File: src/design/catt_pkg.sv
// Package for the comma-aware text tokenizer: result kinds, lexer modes,
// queue entry layout and sizing constants.
// No dependencies; every other file of the block but catt_if.sv imports it.
`default_nettype none

package catt_pkg;

	// Longest token kept is MAX_TOKEN-1 bytes
	localparam int MAX_TOKEN = 1024;
	localparam int KEPT_W    = $clog2(MAX_TOKEN);
	localparam logic [KEPT_W-1:0] KEPT_MAX = KEPT_W'(MAX_TOKEN - 1);

	// Decoupling queue between lexer and result sequencer
	localparam int Q_DEPTH = 4;
	localparam int Q_PTR_W = $clog2(Q_DEPTH);
	localparam int Q_CNT_W = $clog2(Q_DEPTH + 1);

	// Results one text byte can cause at most
	localparam int MAX_RES = 3;

	// Character constants
	localparam logic [7:0] CH_NUL   = 8'h00;
	localparam logic [7:0] CH_SPACE = 8'd32;
	localparam logic [7:0] CH_SLASH = 8'h2F;
	localparam logic [7:0] CH_STAR  = 8'h2A;
	localparam logic [7:0] CH_LF    = 8'h0A;
	localparam logic [7:0] CH_QUOTE = 8'h22;
	localparam logic [7:0] CH_COMMA = 8'h2C;

	typedef enum logic [1:0] {
		KIND_BYTE      = 2'd0,
		KIND_END_TOKEN = 2'd1,
		KIND_END_TEXT  = 2'd2
	} kind_t;

	typedef enum logic [6:0] {
		MODE_SKIP       = 7'b0000001,
		MODE_SLASH      = 7'b0000010,
		MODE_LINE       = 7'b0000100,
		MODE_BLOCK      = 7'b0001000,
		MODE_BLOCK_STAR = 7'b0010000,
		MODE_QUOTED     = 7'b0100000,
		MODE_WORD       = 7'b1000000
	} mode_t;

	// One result as it leaves the block
	typedef struct packed {
		kind_t      kind;
		logic [7:0] data;
	} res_t;

	// All results of one text byte; cnt is 1..MAX_RES
	typedef struct packed {
		logic [1:0]            cnt;
		res_t [MAX_RES-1:0]    res;
	} entry_t;

	// Queue status seen by both sides
	typedef struct packed {
		logic full;
		logic empty;
	} q_stat_t;

endpackage

`default_nettype wire

File: src/design/catt_if.sv
// Valid/ready channel interfaces of the tokenizer: text byte in, result out.
// Does not use catt_pkg; the result kind is a plain two-bit field.
`default_nettype none

interface catt_byte_if;
	logic       valid;
	logic       ready;
	logic [7:0] text_byte;

	modport source (output valid, output text_byte, input ready);
	modport sink   (input valid, input text_byte, output ready);
endinterface

interface catt_res_if;
	logic       valid;
	logic       ready;
	logic [1:0] out_kind;
	logic [7:0] token_byte;
	logic       last;

	modport source (output valid, output out_kind, output token_byte, output last, input ready);
	modport sink   (input valid, input out_kind, input token_byte, input last, output ready);
endinterface

`default_nettype wire

File: src/design/catt_front.sv
// Lexer front end: accepts text bytes, tracks lexer mode and kept length,
// and packs the results of each byte into one queue entry. Uses catt_pkg.
`default_nettype none

module catt_front
	import catt_pkg::*;
(
	input  wire logic    clk,
	input  wire logic    arst_n,
	catt_byte_if.sink    in_ch,
	input  wire q_stat_t stat,
	output logic         push,
	output entry_t       push_data
);

	mode_t             mode_q, nxt_mode;
	logic [KEPT_W-1:0] kept_q, nxt_kept;
	entry_t            ent;
	logic              do_word;
	logic [7:0]        c;
	logic              fire;

	// Append one result to an entry
	function automatic entry_t add_res(entry_t e, kind_t k, logic [7:0] b);
		e.res[e.cnt].kind = k;
		e.res[e.cnt].data = (k == KIND_BYTE) ? b : 8'h00;
		e.cnt = e.cnt + 2'd1;
		return e;
	endfunction

	assign c           = in_ch.text_byte;
	assign in_ch.ready = !stat.full;
	assign fire        = in_ch.valid && in_ch.ready;

	// Next mode and results for the current byte
	always_comb begin
		nxt_mode = mode_q;
		nxt_kept = kept_q;
		ent      = '0;
		do_word  = 1'b0;
		case (mode_q)
			MODE_SLASH: begin
				if (c == CH_SLASH) begin
					nxt_mode = MODE_LINE;
				end else if (c == CH_STAR) begin
					nxt_mode = MODE_BLOCK_STAR;
				end else begin
					// lone slash opens a word; kept length restarts at one
					nxt_kept = KEPT_W'(1);
					ent      = add_res(ent, KIND_BYTE, CH_SLASH);
					do_word  = 1'b1;
				end
			end
			MODE_LINE: begin
				if (c == CH_NUL) begin
					ent      = add_res(ent, KIND_END_TEXT, 8'h00);
					nxt_mode = MODE_SKIP;
				end else if (c == CH_LF) begin
					nxt_mode = MODE_SKIP;
				end
			end
			MODE_BLOCK, MODE_BLOCK_STAR: begin
				if (c == CH_NUL) begin
					ent      = add_res(ent, KIND_END_TEXT, 8'h00);
					nxt_mode = MODE_SKIP;
				end else if (c == CH_STAR) begin
					nxt_mode = MODE_BLOCK_STAR;
				end else if (c == CH_SLASH && mode_q == MODE_BLOCK_STAR) begin
					nxt_mode = MODE_SKIP;
				end else begin
					nxt_mode = MODE_BLOCK;
				end
			end
			MODE_QUOTED: begin
				if (c == CH_NUL) begin
					ent      = add_res(ent, KIND_END_TOKEN, 8'h00);
					ent      = add_res(ent, KIND_END_TEXT, 8'h00);
					nxt_mode = MODE_SKIP;
					nxt_kept = '0;
				end else if (c == CH_QUOTE) begin
					ent      = add_res(ent, KIND_END_TOKEN, 8'h00);
					nxt_mode = MODE_SKIP;
					nxt_kept = '0;
				end else if (kept_q < KEPT_MAX) begin
					nxt_kept = kept_q + 1'b1;
					ent      = add_res(ent, KIND_BYTE, c);
				end
			end
			MODE_WORD: begin
				do_word = 1'b1;
			end
			default: begin
				// between tokens; unused codes behave the same
				nxt_kept = '0;
				if (c == CH_NUL) begin
					ent      = add_res(ent, KIND_END_TEXT, 8'h00);
					nxt_mode = MODE_SKIP;
				end else if (c <= CH_SPACE) begin
					nxt_mode = MODE_SKIP;
				end else if (c == CH_SLASH) begin
					nxt_mode = MODE_SLASH;
				end else if (c == CH_QUOTE) begin
					nxt_mode = MODE_QUOTED;
				end else begin
					nxt_kept = KEPT_W'(1);
					ent      = add_res(ent, KIND_BYTE, c);
					nxt_mode = MODE_WORD;
				end
			end
		endcase

		// Byte inside an open word
		if (do_word) begin
			if (c == CH_NUL) begin
				ent      = add_res(ent, KIND_END_TOKEN, 8'h00);
				ent      = add_res(ent, KIND_END_TEXT, 8'h00);
				nxt_mode = MODE_SKIP;
				nxt_kept = '0;
			end else if (c <= CH_SPACE) begin
				ent      = add_res(ent, KIND_END_TOKEN, 8'h00);
				nxt_mode = MODE_SKIP;
				nxt_kept = '0;
			end else if (c == CH_COMMA) begin
				// comma ends the word and opens the next one
				ent      = add_res(ent, KIND_END_TOKEN, 8'h00);
				ent      = add_res(ent, KIND_BYTE, c);
				nxt_kept = KEPT_W'(1);
				nxt_mode = MODE_WORD;
			end else begin
				if (nxt_kept < KEPT_MAX) begin
					nxt_kept = nxt_kept + 1'b1;
					ent      = add_res(ent, KIND_BYTE, c);
				end
				nxt_mode = MODE_WORD;
			end
		end
	end

	// Only bytes that cause results take a queue slot
	assign push      = fire && (ent.cnt != 2'd0);
	assign push_data = ent;

	// Lexer state
	always_ff @(posedge clk or negedge arst_n) begin
		if (!arst_n) begin
			mode_q <= MODE_SKIP;
			kept_q <= '0;
		end else if (fire) begin
			mode_q <= nxt_mode;
			kept_q <= nxt_kept;
		end
	end

endmodule

`default_nettype wire

File: src/design/catt_fifo.sv
// Short queue of result groups between lexer and result sequencer.
// Register-based, head shown combinationally. Uses catt_pkg.
`default_nettype none

module catt_fifo
	import catt_pkg::*;
(
	input  wire logic   clk,
	input  wire logic   arst_n,
	input  wire logic   push,
	input  wire entry_t push_data,
	input  wire logic   pop,
	output entry_t      head,
	output q_stat_t     stat
);

	entry_t              mem_q [Q_DEPTH];
	logic [Q_PTR_W-1:0]  wr_ptr_q, rd_ptr_q;
	logic [Q_CNT_W-1:0]  count_q;

	assign stat.full  = (count_q == Q_CNT_W'(Q_DEPTH));
	assign stat.empty = (count_q == '0);
	assign head       = mem_q[rd_ptr_q];

	// Entry storage
	always_ff @(posedge clk) begin
		if (push) begin
			mem_q[wr_ptr_q] <= push_data;
		end
	end

	// Pointers and fill count
	always_ff @(posedge clk or negedge arst_n) begin
		if (!arst_n) begin
			wr_ptr_q <= '0;
			rd_ptr_q <= '0;
			count_q  <= '0;
		end else begin
			if (push) begin
				wr_ptr_q <= wr_ptr_q + 1'b1;
			end
			if (pop) begin
				rd_ptr_q <= rd_ptr_q + 1'b1;
			end
			if (push && !pop) begin
				count_q <= count_q + 1'b1;
			end else if (pop && !push) begin
				count_q <= count_q - 1'b1;
			end
		end
	end

endmodule

`default_nettype wire

File: src/design/catt_back.sv
// Result sequencer: walks the results of the queue head one per cycle into
// the output register unless it stalls, and marks the last. Uses catt_pkg.
`default_nettype none

module catt_back
	import catt_pkg::*;
(
	input  wire logic    clk,
	input  wire logic    arst_n,
	input  wire entry_t  head,
	input  wire q_stat_t stat,
	output logic         pop,
	catt_res_if.source   out_ch
);

	logic [1:0] idx_q;
	logic       load;
	logic       at_end;
	logic       valid_q;
	kind_t      kind_q;
	logic [7:0] data_q;
	logic       last_q;

	assign load   = !stat.empty && (!valid_q || out_ch.ready);
	assign at_end = (idx_q == head.cnt - 2'd1);
	assign pop    = load && at_end;

	assign out_ch.valid      = valid_q;
	assign out_ch.out_kind   = kind_q;
	assign out_ch.token_byte = data_q;
	assign out_ch.last       = last_q;

	// Output register payload
	always_ff @(posedge clk) begin
		if (load) begin
			kind_q <= head.res[idx_q].kind;
			data_q <= head.res[idx_q].data;
			last_q <= at_end;
		end
	end

	// Output valid and result index within the head entry
	always_ff @(posedge clk or negedge arst_n) begin
		if (!arst_n) begin
			valid_q <= 1'b0;
			idx_q   <= '0;
		end else begin
			if (load) begin
				valid_q <= 1'b1;
				idx_q   <= at_end ? 2'd0 : idx_q + 2'd1;
			end else if (out_ch.ready) begin
				valid_q <= 1'b0;
			end
		end
	end

endmodule

`default_nettype wire

File: src/design/comma_aware_text_tokenizer_top.sv
// A text byte's results go into the queue and then, one at a time, into the
//   output register, which drives the result channel.
// Throughput, while the output is not stalled: one text byte per cycle as
//   long as bytes cause at most one result; the output register passes one
//   result per cycle, so a byte with two or three results holds it for each
//   in turn, buffered by a four-entry queue between lexer and sequencer.
// Reset (arst_n low): lexer between tokens, kept length zero, queue empty.
`default_nettype none

module comma_aware_text_tokenizer_top
	import catt_pkg::*;
(
	input  wire logic  clk,
	input  wire logic  arst_n,
	catt_byte_if.sink  in_ch,
	catt_res_if.source out_ch
);

	logic    push;
	logic    pop;
	entry_t  push_data;
	entry_t  head;
	q_stat_t stat;

	// Lexer front end
	catt_front u_front (
		.clk       (clk),
		.arst_n    (arst_n),
		.in_ch     (in_ch),
		.stat      (stat),
		.push      (push),
		.push_data (push_data)
	);

	// Decoupling queue
	catt_fifo u_fifo (
		.clk       (clk),
		.arst_n    (arst_n),
		.push      (push),
		.push_data (push_data),
		.pop       (pop),
		.head      (head),
		.stat      (stat)
	);

	// Result sequencer
	catt_back u_back (
		.clk    (clk),
		.arst_n (arst_n),
		.head   (head),
		.stat   (stat),
		.pop    (pop),
		.out_ch (out_ch)
	);

endmodule

`default_nettype wire

File: src/flat_wrapper.sv
// flat-port wrapper written by rule: the top's interface ports become plain ports
module comma_aware_text_tokenizer_top_flat import catt_pkg::*;
  (clk, arst_n, in_ch_valid, in_ch_text_byte, in_ch_ready, out_ch_valid, out_ch_out_kind, out_ch_token_byte, out_ch_last, out_ch_ready);
  catt_byte_if in_ch_i ();
  catt_res_if out_ch_i ();
  input  wire logic clk;
  input  wire logic arst_n;
  input wire logic [$bits(in_ch_i.valid)-1:0] in_ch_valid;
  input wire logic [$bits(in_ch_i.text_byte)-1:0] in_ch_text_byte;
  output wire logic [$bits(in_ch_i.ready)-1:0] in_ch_ready;
  output wire logic [$bits(out_ch_i.valid)-1:0] out_ch_valid;
  output wire logic [$bits(out_ch_i.out_kind)-1:0] out_ch_out_kind;
  output wire logic [$bits(out_ch_i.token_byte)-1:0] out_ch_token_byte;
  output wire logic [$bits(out_ch_i.last)-1:0] out_ch_last;
  input wire logic [$bits(out_ch_i.ready)-1:0] out_ch_ready;
  assign in_ch_i.valid = in_ch_valid;
  assign in_ch_i.text_byte = in_ch_text_byte;
  assign in_ch_ready = in_ch_i.ready;
  assign out_ch_valid = out_ch_i.valid;
  assign out_ch_out_kind = out_ch_i.out_kind;
  assign out_ch_token_byte = out_ch_i.token_byte;
  assign out_ch_last = out_ch_i.last;
  assign out_ch_i.ready = out_ch_ready;
  comma_aware_text_tokenizer_top u_core (.clk(clk), .arst_n(arst_n), .in_ch(in_ch_i), .out_ch(out_ch_i));
endmodule
File: config.mk
export PLATFORM = sky130hd
export DESIGN_NAME = comma_aware_text_tokenizer_top_flat
export DESIGN_NICKNAME = d
export VERILOG_FILES = /design/src/design/catt_pkg.sv /design/src/design/catt_if.sv /design/src/design/catt_front.sv /design/src/design/catt_fifo.sv /design/src/design/catt_back.sv /design/src/design/comma_aware_text_tokenizer_top.sv /design/src/flat_wrapper.sv
export SDC_FILE = /design/constraint.sdc
export NUM_CORES = 1
export LEC_CHECK = 0
export BUFFER_PORTS_ARGS = -buffer_cell sky130_fd_sc_hd__buf_2
export CAP_MARGIN = 15
export CELL_PAD_IN_SITES_DETAIL_PLACEMENT = 1
export CELL_PAD_IN_SITES_GLOBAL_PLACEMENT = 1
export CORE_UTILIZATION = 52
export CTS_BUF_LIST = sky130_fd_sc_hd__clkbuf_16
export DETAILED_ROUTE_END_ITERATION = 8
export GPL_TIMING_DRIVEN = 0
export PLACE_DENSITY_LB_ADDON = 0.1
export SKIP_CTS_REPAIR_TIMING = 1
export SLEW_MARGIN = 20
export SYNTH_ARGS = -nofsm -noshare
export SYNTH_HDL_FRONTEND = slang
export SYNTH_HIERARCHICAL = 1
export SYNTH_SLANG_ARGS = --single-unit
File: constraint.sdc
create_clock -name clk -period 6.29 [get_ports clk]
set_input_delay 1.258 -clock clk [delete_from_list [all_inputs] [get_ports clk]]
set_output_delay 1.258 -clock clk [all_outputs]
set_load 0.02 [all_outputs]
# Yosys cells after proc, flatten, opt, wreduce, memory -nomap -nowiden
# Memory sizes are Yosys's and may differ from the RTL's.
# Cells that the tools add are included.
[word_totals]
mem_bits_rw = 128
in_bits = 12
elab_cells = 146
mem_count = 1
reg_bits = 38
[classes]
magnitude_cmp = 8
mux = 76
n_reduce_logical = 24
n_eq_ne = 17
n_addsub = 10
[memory_table]
columns = ["name", "words", "word_bits", "read_ports", "rd_clocked_by_memory_dff", "wr", "line_no", "source"]
rows = [
  ["u_core.u_fifo.mem_q", 4, 32, 1, 0, 1, "catt_fifo.sv:17", "entry_t mem_q [Q_DEPTH];"],
]
[op_table]
columns = ["op", "count"]
rows = [
  ["2-to-1 mux 31 bit", 9],
  ["bitwise mux 30 bit", 8],
  ["2-to-1 mux 32 bit", 6],
  ["2-to-1 mux 10 bit", 13],
  ["one-hot mux 32 bit (4 select lines)", 1],
  ["2-to-1 mux 7 bit", 13],
  ["demux 10 bit (select 2 bit)", 4],
  ["one-hot mux 7 bit (5 select lines)", 1],
  ["== test 8 x 6 -> 1 bit (second input constant)", 4],
  ["one-hot mux 10 bit (3 select lines)", 1],
  ["adder 10 x 1 -> 10 bit (second input constant)", 2],
  ["binary-select mux 10 bit (select 2 bit)", 1],
  ["less-than comparator 10 bit (second input constant)", 2],
  ["2-to-1 mux 8 bit", 2],
  ["!= test 4 bit (second input constant)", 3],
  ["adder 2 x 1 -> 2 bit (second input constant)", 5],
  ["2-to-1 mux 1 bit", 10],
  ["2-to-1 mux 5 bit", 2],
  ["logical AND 1 bit", 9],
  ["less-than comparator 2 x 3 -> 1 bit (second input constant)", 3],
  ["== test 8 x 4 -> 1 bit (second input constant)", 1],
  ["less-or-equal comparator 8 x 6 -> 1 bit (second input constant)", 1],
  ["logical NOT 8 bit", 1],
  ["== test 7 x 2 -> 1 bit (second input constant)", 1],
  ["24 further kinds", 32],
]

# Logic depth before layout (Yosys ltp)
# Gate-level depths: netlist (run 1).
[logic_depth]
word_depth = 24
depth_mapped = 20

# By module
# The synthesis (run 1) kept the hierarchy.
[modules_own_cells]
columns = ["module", "area_each_um2", "cells_per_inst", "instances"]
rows = [
  ["catt_fifo", 5059.9, 202, 1],
  ["catt_front", 2691.3, 387, 1],
  ["catt_back", 754.5, 69, 1],
]

# Worst setup path after synthesis (run 1)
# Ideal clock, no wire load.
[synth_path]
kind = "input to register"
startpoint = "input port in_ch_text_byte[3]"
endpoint = "memory u_core/u_fifo/mem_q[0][0] in the netlist's numbering (enable)"
path_buffers = 2
stages = 15
setup_slack_ns = 0.796
required_time_ns = 5.898
arrival_time_ns = 5.102
cell_sequence = "buf_2 or3_1 nor3_2 nor2_1 buf_4 and3_1 or2_2 ha_1 inv_1 a2111oi_4 nand3_2 a21oi_1 or4_1 a31oi_1 and2_1"
[synth_via]
elab_chain_len = 16
word_cells_on_any_way = 40
cone_classes = "add/sub: 2; order compare: 2; eq/ne: 4; mux: 29; reduce/logical: 3"
[synth_lines]
columns = ["item", "line_no", "source"]
rows = [
  ["from (decl)", "flat_wrapper.sv:9", "input wire logic [$bits(in_ch_i.text_byte)-1:0] in_ch_text_byte;"],
  ["branches (longest 11 deep; another with less-than comparator 10 bit)", "n/a", ""],
  ["2-to-1 mux 32 bit (*)", "catt_front.sv:113", "if (do_word) begin"],
  ["nonzero test 2 bit (*)", "catt_front.sv:140", "assign push = fire && (ent.cnt != 2'd0);"],
  ["logical AND 1 bit (*)", "catt_front.sv:140", ""],
  ["named net u_core.push", "comma_aware_text_tokenizer_top.sv:19", "logic push;"],
  ["2-to-1 mux 1 bit (*)", "catt_fifo.sv:27", "if (push) begin"],
  ["2-to-1 mux 1 bit (not written as such) (*)", "catt_fifo.sv:28", "mem_q[wr_ptr_q] <= push_data;"],
  ["to (decl)", "catt_fifo.sv:17", ""],
]
# Mark *: on every way through the listed nets, which the timed path passes.

# Worst setup path after layout (run 1)
[layout_path]
startpoint = "input port in_ch_text_byte[0]"
endpoint = "register u_core.u_fifo.count_q[2]"
[layout_via]
elab_chain_len = 17
word_cells_on_any_way = 43
cone_classes = "add/sub: 2; order compare: 2; eq/ne: 4; mux: 28; reduce/logical: 7"
[layout_lines]
columns = ["item", "line_no", "source"]
rows = [
  ["branches (longest 11 deep; another with less-than comparator 10 bit)", "n/a", ""],
  ["2-to-1 mux 32 bit (*)", "catt_front.sv:113", ""],
  ["nonzero test 2 bit (*)", "catt_front.sv:140", ""],
  ["logical AND 1 bit (*)", "catt_front.sv:140", ""],
  ["named net u_core.push", "comma_aware_text_tokenizer_top.sv:19", ""],
  ["logical NOT 1 bit", "catt_fifo.sv:47", "end else if (pop && !push) begin"],
  ["logical AND 1 bit", "catt_fifo.sv:47", ""],
  ["nonzero test 2 bit (no line)", "n/a", ""],
  ["to (signal assigned)", "catt_fifo.sv:46", "count_q <= count_q + 1'b1;"],
  ["to (signal assigned)", "catt_fifo.sv:48", "count_q <= count_q - 1'b1;"],
  ["to (decl)", "catt_fifo.sv:19", "logic [Q_CNT_W-1:0] count_q;"],
]
# Marked as above.
# A chain may end at the register's enable or synchronous reset.

==> reports/summary.txt, run 1 <==
Status = completed
Worst skew pair latency = 0.43 ns
CTS Buf Count = 17
WL final = 23.3 mm
IO Port Bufs = 22
Final setup violating endpoints = 0
CTS sink cnt = 166
Total number of vias = 5,896
Maximum vdd ir drop = 0.275 mV
Routability Congestion = 0.904
Crit path kind = primary input to register
Post-layout power = 4.34 mW
Most common cell after layout, fill and taps aside = edfxtp_1
DP Area = 8970 µm²
Worst hold path class = register to register
Post-synth EDFFs = 139
Final Max Slew Viols = 0
Diodes inserted = 0
Design area = 9580 µm²
Final Hold Fails = 0
First-pass GRT wire length = 36.1 mm
Drt wl/cell = 25.0 µm
Hold_ws = 0.502 ns
Syn nets = 683
Top FF cell, synth = edfxtp_1
Leak = 3.43 nW
Synthesized cell area = 8510 µm²
Pin count of the biggest net entering global routing = 28
Setup TNS = 0 ns
FP Rows = 46
Total core area = 15,900 µm²
Final nets = 728
Seq cells post-synth = 166
Die Span X = 130 µm
I/O Pins = 25
Worst-Margin Slew = 1.07 ns
Syn. warnings = 6
Clock skew = 0.0120 ns
Residual DRC = 0
Clock transition at the registers of the reported paths = 0.07 ns
Commonest non-fill, non-tap cells in the layout = edfxtp_1 (139), nand2_1 (68), nor2_1 (36)
Detailed placement HPWL = 16.7 mm
Initial antenna violation count = 0
DR vias/cell = 6.33
Root Driver = clkbuf_16
Crit path DAT = 6.15 ns
Sequential area share after synthesis = 57.0%
Pwr Density = 453 nW/µm²
MaxCap Viol Count = 0
Count of cell types in the netlist = 81
Chip height = 130 µm
Worst EP required = 6.64 ns
Final ANT Viol Nets = 0
Critical Path Fanout Max = 10
Die area = 16,900 µm²
Share of layout cells above drive strength 1 = 19.1%
DRT Pass-1 Iters = 5
Fmax = 172 MHz
Fraction of registers with async set/reset = 16.3%
Max H-tree Level = 4
Final Util = 60.1%
RSZ-0062 raised after global routing = no
Crit. End Element = register
Mapped Cells = 658
Total GRT Usage = 29.6%
Starting DRT DRC Count = 441
Number of global-route vias before repair = 6,301
Avg Inst Size Synth = 12.9 µm²
CTS tree = yes
Setup crit start kind = primary input
CTS Buffer Depth = 2
Fin crit share = 92.2%
Min Tclk post-route = 5.80 ns
Global route overflow = 0
Syn-to-layout area delta = 12.6%
Effective utilization at floorplan = 53.4%
Slew margin rel. = 28.2%
[metrics by stage]
stage          setup WS, ns  instances
2_1_floorplan         0.796        658
3_3_place_gp         -0.470        896
3_5_place_dp        -0.0366        900
4_1_cts               0.404        932
5_1_grt              0.0680        932
6_report              0.491        932
[cells by family after synthesis]
group | count (synthesis) | synth area share [%]
xor+xnor | 16 | 1.65
buf+inv | 54 | 3.66
mux | 45 | 10.2
flops | 166 | 57.0
fa+ha+maj | 13 | 2.00
compound gates | 141 | 11.5
simple gates | 223 | 13.9
[report_power, final]
| group | switching, mW | total [mW] | internal, mW |
|---|---|---|---|
| clock network | 0.464 | 1.06 | 0.596 |
| logic | 1.03 | 1.66 | 0.632 |
| registers | 0.0968 | 1.62 | 1.53 |
| total | 1.59 | 4.34 | 2.75 |
[final timing paths]
path / start / end / cells after the start / slack [ns]
worst max-delay path: in_ch_text_byte[0] / u_core/u_fifo/count_q[2] / 19 / 0.49
worst min-delay path: u_core/u_fifo/count_q[2] / u_core/u_fifo/count_q[2] / 1 / 0.50
worst max register to register: u_core/u_front/kept_q[0] / u_core/u_fifo/count_q[2] / 20 / 0.96
worst min register to register: u_core/u_fifo/count_q[2] / u_core/u_fifo/count_q[2] / 1 / 0.50
max in group asynchronous: arst_n / u_core/u_front/mode_q[4] / 1 / 4.93
min in group asynchronous: arst_n / u_core/u_fifo/count_q[2] / 1 / 0.88
[critical path, cell delays in order]
cell       delay [ns]
buf_2            0.14
clkbuf_1         0.44
nor3_1           0.15
a31oi_1          0.60
nand4_1          0.34
o21bai_1         0.34
ha_1             0.29
inv_1            0.10
a2111oi_4        0.35
nand3_2          0.19
a21oi_1          0.24
o31ai_1          0.15
a31oi_2          0.43
ha_1             0.28
inv_1            0.06
fa_1             0.38
xor2_1           0.15
nor2_1           0.11
xor2_1           0.15
[cell usage after synthesis (all sizes together), types with 3 or more instances]
master | number | area, µm²
a21oi | 25 | 125
xor2 | 11 | 96.3
o21ai | 40 | 204
or3 | 8 | 55.1
o211ai | 5 | 37.5
xnor2 | 5 | 43.8
o21bai | 3 | 22.5
nand2 | 68 | 255
a21o | 3 | 22.5
o22ai | 4 | 25.0
nor3 | 16 | 95.1
buf | 23 | 195
nand4 | 12 | 75.1
nor3b | 3 | 22.5
o31ai | 13 | 103
ha | 12 | 150
dfrtp | 26 | 651
inv | 14 | 52.6
nor2 | 36 | 135
nand3 | 19 | 105
a31oi | 17 | 113
edfxtp | 139 | 4170
mux2i | 11 | 110
nand3b | 3 | 22.5
nor2b | 5 | 31.3
and4 | 4 | 35.0
a32oi | 4 | 42.6
clkbuf | 17 | 63.8
and3 | 14 | 87.6
nor4 | 3 | 40.0
a2111oi | 4 | 60.1
or2 | 3 | 18.8
and2 | 17 | 106
nand2b | 6 | 37.5
mux4 | 32 | 736
[final cells by class]
cell class              count  area (µm²)
plain buffers              40         259
clock buffers              17         425
clock inverters            15         169
fillers                  1593        6370
inverters                  14        52.6
multi-input cells         438        3360
flip-flops and latches    166        4850
well taps                 216         270
repair buffers             26         190
[flip-flops by register name (all words and copies together), names as in the netlist]
register and flops:
u_core/u_fifo/mem_q 128, u_core/u_fifo/rd_ptr_q 2, u_core/u_back/idx_q 2, u_core/u_back/out_ch.last 1
u_core/u_back/out_ch.out_kind 2, u_core/u_fifo/count_q 3, u_core/u_fifo/wr_ptr_q 2, u_core/u_front/kept_q 10
u_core/u_back/out_ch.token_byte 8, u_core/u_back/out_ch.valid 1, u_core/u_front/mode_q 7
[layer usage]
metal | wire, µm | part of all wire [%] | track usage [%]
met1 | 9840 | 42 | 37.1
met2 | 11800 | 50 | 50.5
met3 | 986 | 4.2 | 5.49
met4 | 718 | 3.1 | 12.8
met5 | 0 | 0 | 0
No activity file was read; power rests on OpenSTA's default activity.
==> inputs of run 2 (changes only) <==
--- a/config.mk
+++ b/config.mk
@@ -14,7 +14,6 @@
 export DETAILED_ROUTE_END_ITERATION = 8
 export GPL_TIMING_DRIVEN = 0
 export PLACE_DENSITY_LB_ADDON = 0.1
-export SKIP_CTS_REPAIR_TIMING = 1
 export SLEW_MARGIN = 20
 export SYNTH_ARGS = -nofsm -noshare
 export SYNTH_HDL_FRONTEND = slang
==> constraint.sdc (replaced) <==
create_clock -name clk -period 6.29 [get_ports clk]
set_input_delay 1.887 -clock clk [delete_from_list [all_inputs] [get_ports clk]]
set_output_delay 1.887 -clock clk [all_outputs]
set_load 0.02 [all_outputs]
==> run 2 against run 1 <==
  * Cell count grew 0.32%
  * Count of clock-buffer cells in the layout stayed put
  * Critical endpoint unchanged
  * Register-to-register slack better by 0.10 ns
  * Power is 0.48% higher
  * Global-route usage increased by 0.11 points
  * Utilization up 0.27 points
==> reports/summary.txt, run 2 (synthesized netlist as in run 1, its figures left out) <==
Status = completed
Maximum vdd ir drop = 0.275 mV (about the same)
Root Driver = clkbuf_16
Worst hold path class = register to register
Total GRT Usage = 29.7% (+0.11 points)
Final Hold Fails = 0 (unchanged)
Global route overflow = 0 (unchanged)
DRT Pass-1 Iters = 5 (unchanged)
Fmax = 165 MHz (-4.1%)
Residual DRC = 0 (unchanged)
Hold buffer count at cts = 0
Worst-Margin Slew = 1.07 ns (+0.00224 ns)
R2R depth = 20 (unchanged)
Final nets = 731 (+0.41%)
Fillers = 1,594 (+0.063%)
Worst skew pair latency = 0.43 ns (about the same)
Multi-input logic area = 3380 µm² (+0.56%)
Most common cell after layout, fill and taps aside = edfxtp_1
Syn-to-layout area delta = 13.1%
Crit path kind = primary input to register
Clock skew = 0.0115 ns (-0.000546 ns)
Reg area = 4850 µm² (unchanged)
Chip height = 130 µm (unchanged)
Crit path DAT = 6.40 ns (+0.25 ns)
Fin crit share = 96.1% (+3.9 points)
Leak = 3.46 nW (+0.89%)
WHS Endpoint = u_core/u_fifo/count_q[2]
MaxCap Viol Count = 0 (unchanged)
Max H-tree Level = 4 (unchanged)
R2R Path End = u_core/u_fifo/count_q[2]
Total core area = 15,900 µm² (unchanged)
Starting DRT DRC Count = 401 (-9.1%)
IO Port Bufs = 22 (unchanged)
Share of layout cells above drive strength 1 = 20.2% (+1.0 points)
Die area = 16,900 µm² (unchanged)
Reg2reg setup slack = 1.06 ns (+0.10 ns)
CTS sink cnt = 166 (unchanged)
Hold Path Depth = 1 (unchanged)
Final Worst Setup Slack = 0.244 ns (-0.247 ns)
Final Max Slew Viols = 0 (unchanged)
Final Util = 60.3% (+0.27 points)
I/O Pins = 25 (unchanged)
Max FFs per register = 128 (unchanged)
Commonest non-fill, non-tap cells in the layout = edfxtp_1 (139), nand2_1 (68), nor2_1 (35)
Worst EP required = 6.65 ns (about the same)
Largest Register = u_core/u_fifo/mem_q
Number of global-route vias before repair = 6,292 (-0.14%)
Slew margin rel. = 28.1% (-0.15 points)
Clock transition at the registers of the reported paths = 0.07 ns (about the same)
Design area = 9620 µm² (+0.46%)
Hold wc startpoint = u_core/u_fifo/count_q[2]
Setup TNS = 0 ns (unchanged)
Drt wl/cell = 25.0 µm (about the same)
Routability Congestion = 0.904 (unchanged)
Crit. End Element = register
Effective utilization at floorplan = 53.4% (unchanged)
WL final = 23.4 mm (+0.24%)
DR vias/cell = 6.34 (+0.27%)
Final ANT Viol Nets = 0 (unchanged)
Initial antenna violation count = 0 (unchanged)
Post-Place Worst Slack = -0.666 ns (-0.629 ns)
First-pass GRT wire length = 36.2 mm (+0.42%)
CTS tree = yes
Min Tclk post-route = 6.05 ns (+0.247 ns)
FP Rows = 46 (unchanged)
Diodes inserted = 0 (unchanged)
Detailed placement HPWL = 16.7 mm (unchanged)
Total number of vias = 5,931 (+0.59%)
Setup crit start kind = primary input
CTS Buf Count = 17 (unchanged)
Pin count of the biggest net entering global routing = 28 (unchanged)
Final setup violating endpoints = 0 (unchanged)
Die Span X = 130 µm (unchanged)
Pwr Density = 453 nW/µm² (about the same)
CTS Buffer Depth = 2 (unchanged)
Worst R2R Start = u_core/u_front/kept_q[0]
Critical Path Fanout Max = 10 (unchanged)
DP Area = 8970 µm² (unchanged)
==> run 2: layout make-up <==
type	count	share of cell area [%]
buffer	40	2.72
clock buffer	17	4.42
clock inverter	15	1.76
inverter	14	0.546
multi-input combinational	438	35.1
sequential	166	50.4
tap	216	2.81
timing repair buffer	29	2.21
==> run 2: metrics by stage <==
step | hold WS (ns) | power [mW] | std cells
after global placement | 0.478 | 3.15 | 896
after global routing | 0.528 | 4.57 | 935
after detailed placement | 0.494 | 3.28 | 900
final | 0.502 | 4.36 | 935
after floorplan | 0.456 | 2.75 | 658
after CTS | 0.505 | 4.36 | 932
==> run 2: how the worst max path moves through the flow <==
stage,depth (start not counted),end,start
3_3_place_gp,15,u_core/u_fifo/mem_q[3][4],in_ch_text_byte[4]
4_1_cts,20,u_core/u_fifo/count_q[2],in_ch_text_byte[4]
2_1_floorplan,15,u_core/u_fifo/mem_q[0][0],in_ch_text_byte[3]
6_report,20,u_core/u_fifo/count_q[2],in_ch_text_byte[4]
3_5_place_dp,19,u_core/u_fifo/count_q[2],in_ch_text_byte[0]
5_1_grt,20,u_core/u_fifo/count_q[2],in_ch_text_byte[4]
==> run 2: metal layers <==
| metal | track usage (%) | share of wire [%] |
|---|---|---|
| met2 | 50.9 | 51 |
| met5 | 0 | 0 |
| met4 | 12.4 | 3.1 |
| met3 | 5.49 | 4.4 |
| met1 | 37.2 | 42 |
==> run 2: repair_timing <==
item,CTS,global route
gates resized for setup,2,7
pin swaps,0,3
setup endpoints to repair,2,99
buffers inserted,0,3
==> run 2: critical path: stages <==
cell       delay, ns
buf_2           0.15
or3_1           0.48
nor3_4          0.39
nor2_1          0.12
buf_4           0.19
and3_1          0.19
or2_2           0.32
ha_1            0.26
inv_1           0.12
a2111oi_4       0.07
nand3_2         0.14
a21oi_1         0.10
or4_1           0.51
a31oi_2         0.35
ha_1            0.27
inv_1           0.06
fa_1            0.37
xor2_1          0.15
nor2_1          0.11
xor2_1          0.15
==> run 2: power breakdown <==
part / switching [mW] / internal, mW / leakage [nW]
registers: 0.0962 / 1.53 / 1.64
clock network: 0.466 / 0.596 / 0.284
logic: 1.03 / 0.646 / 1.53
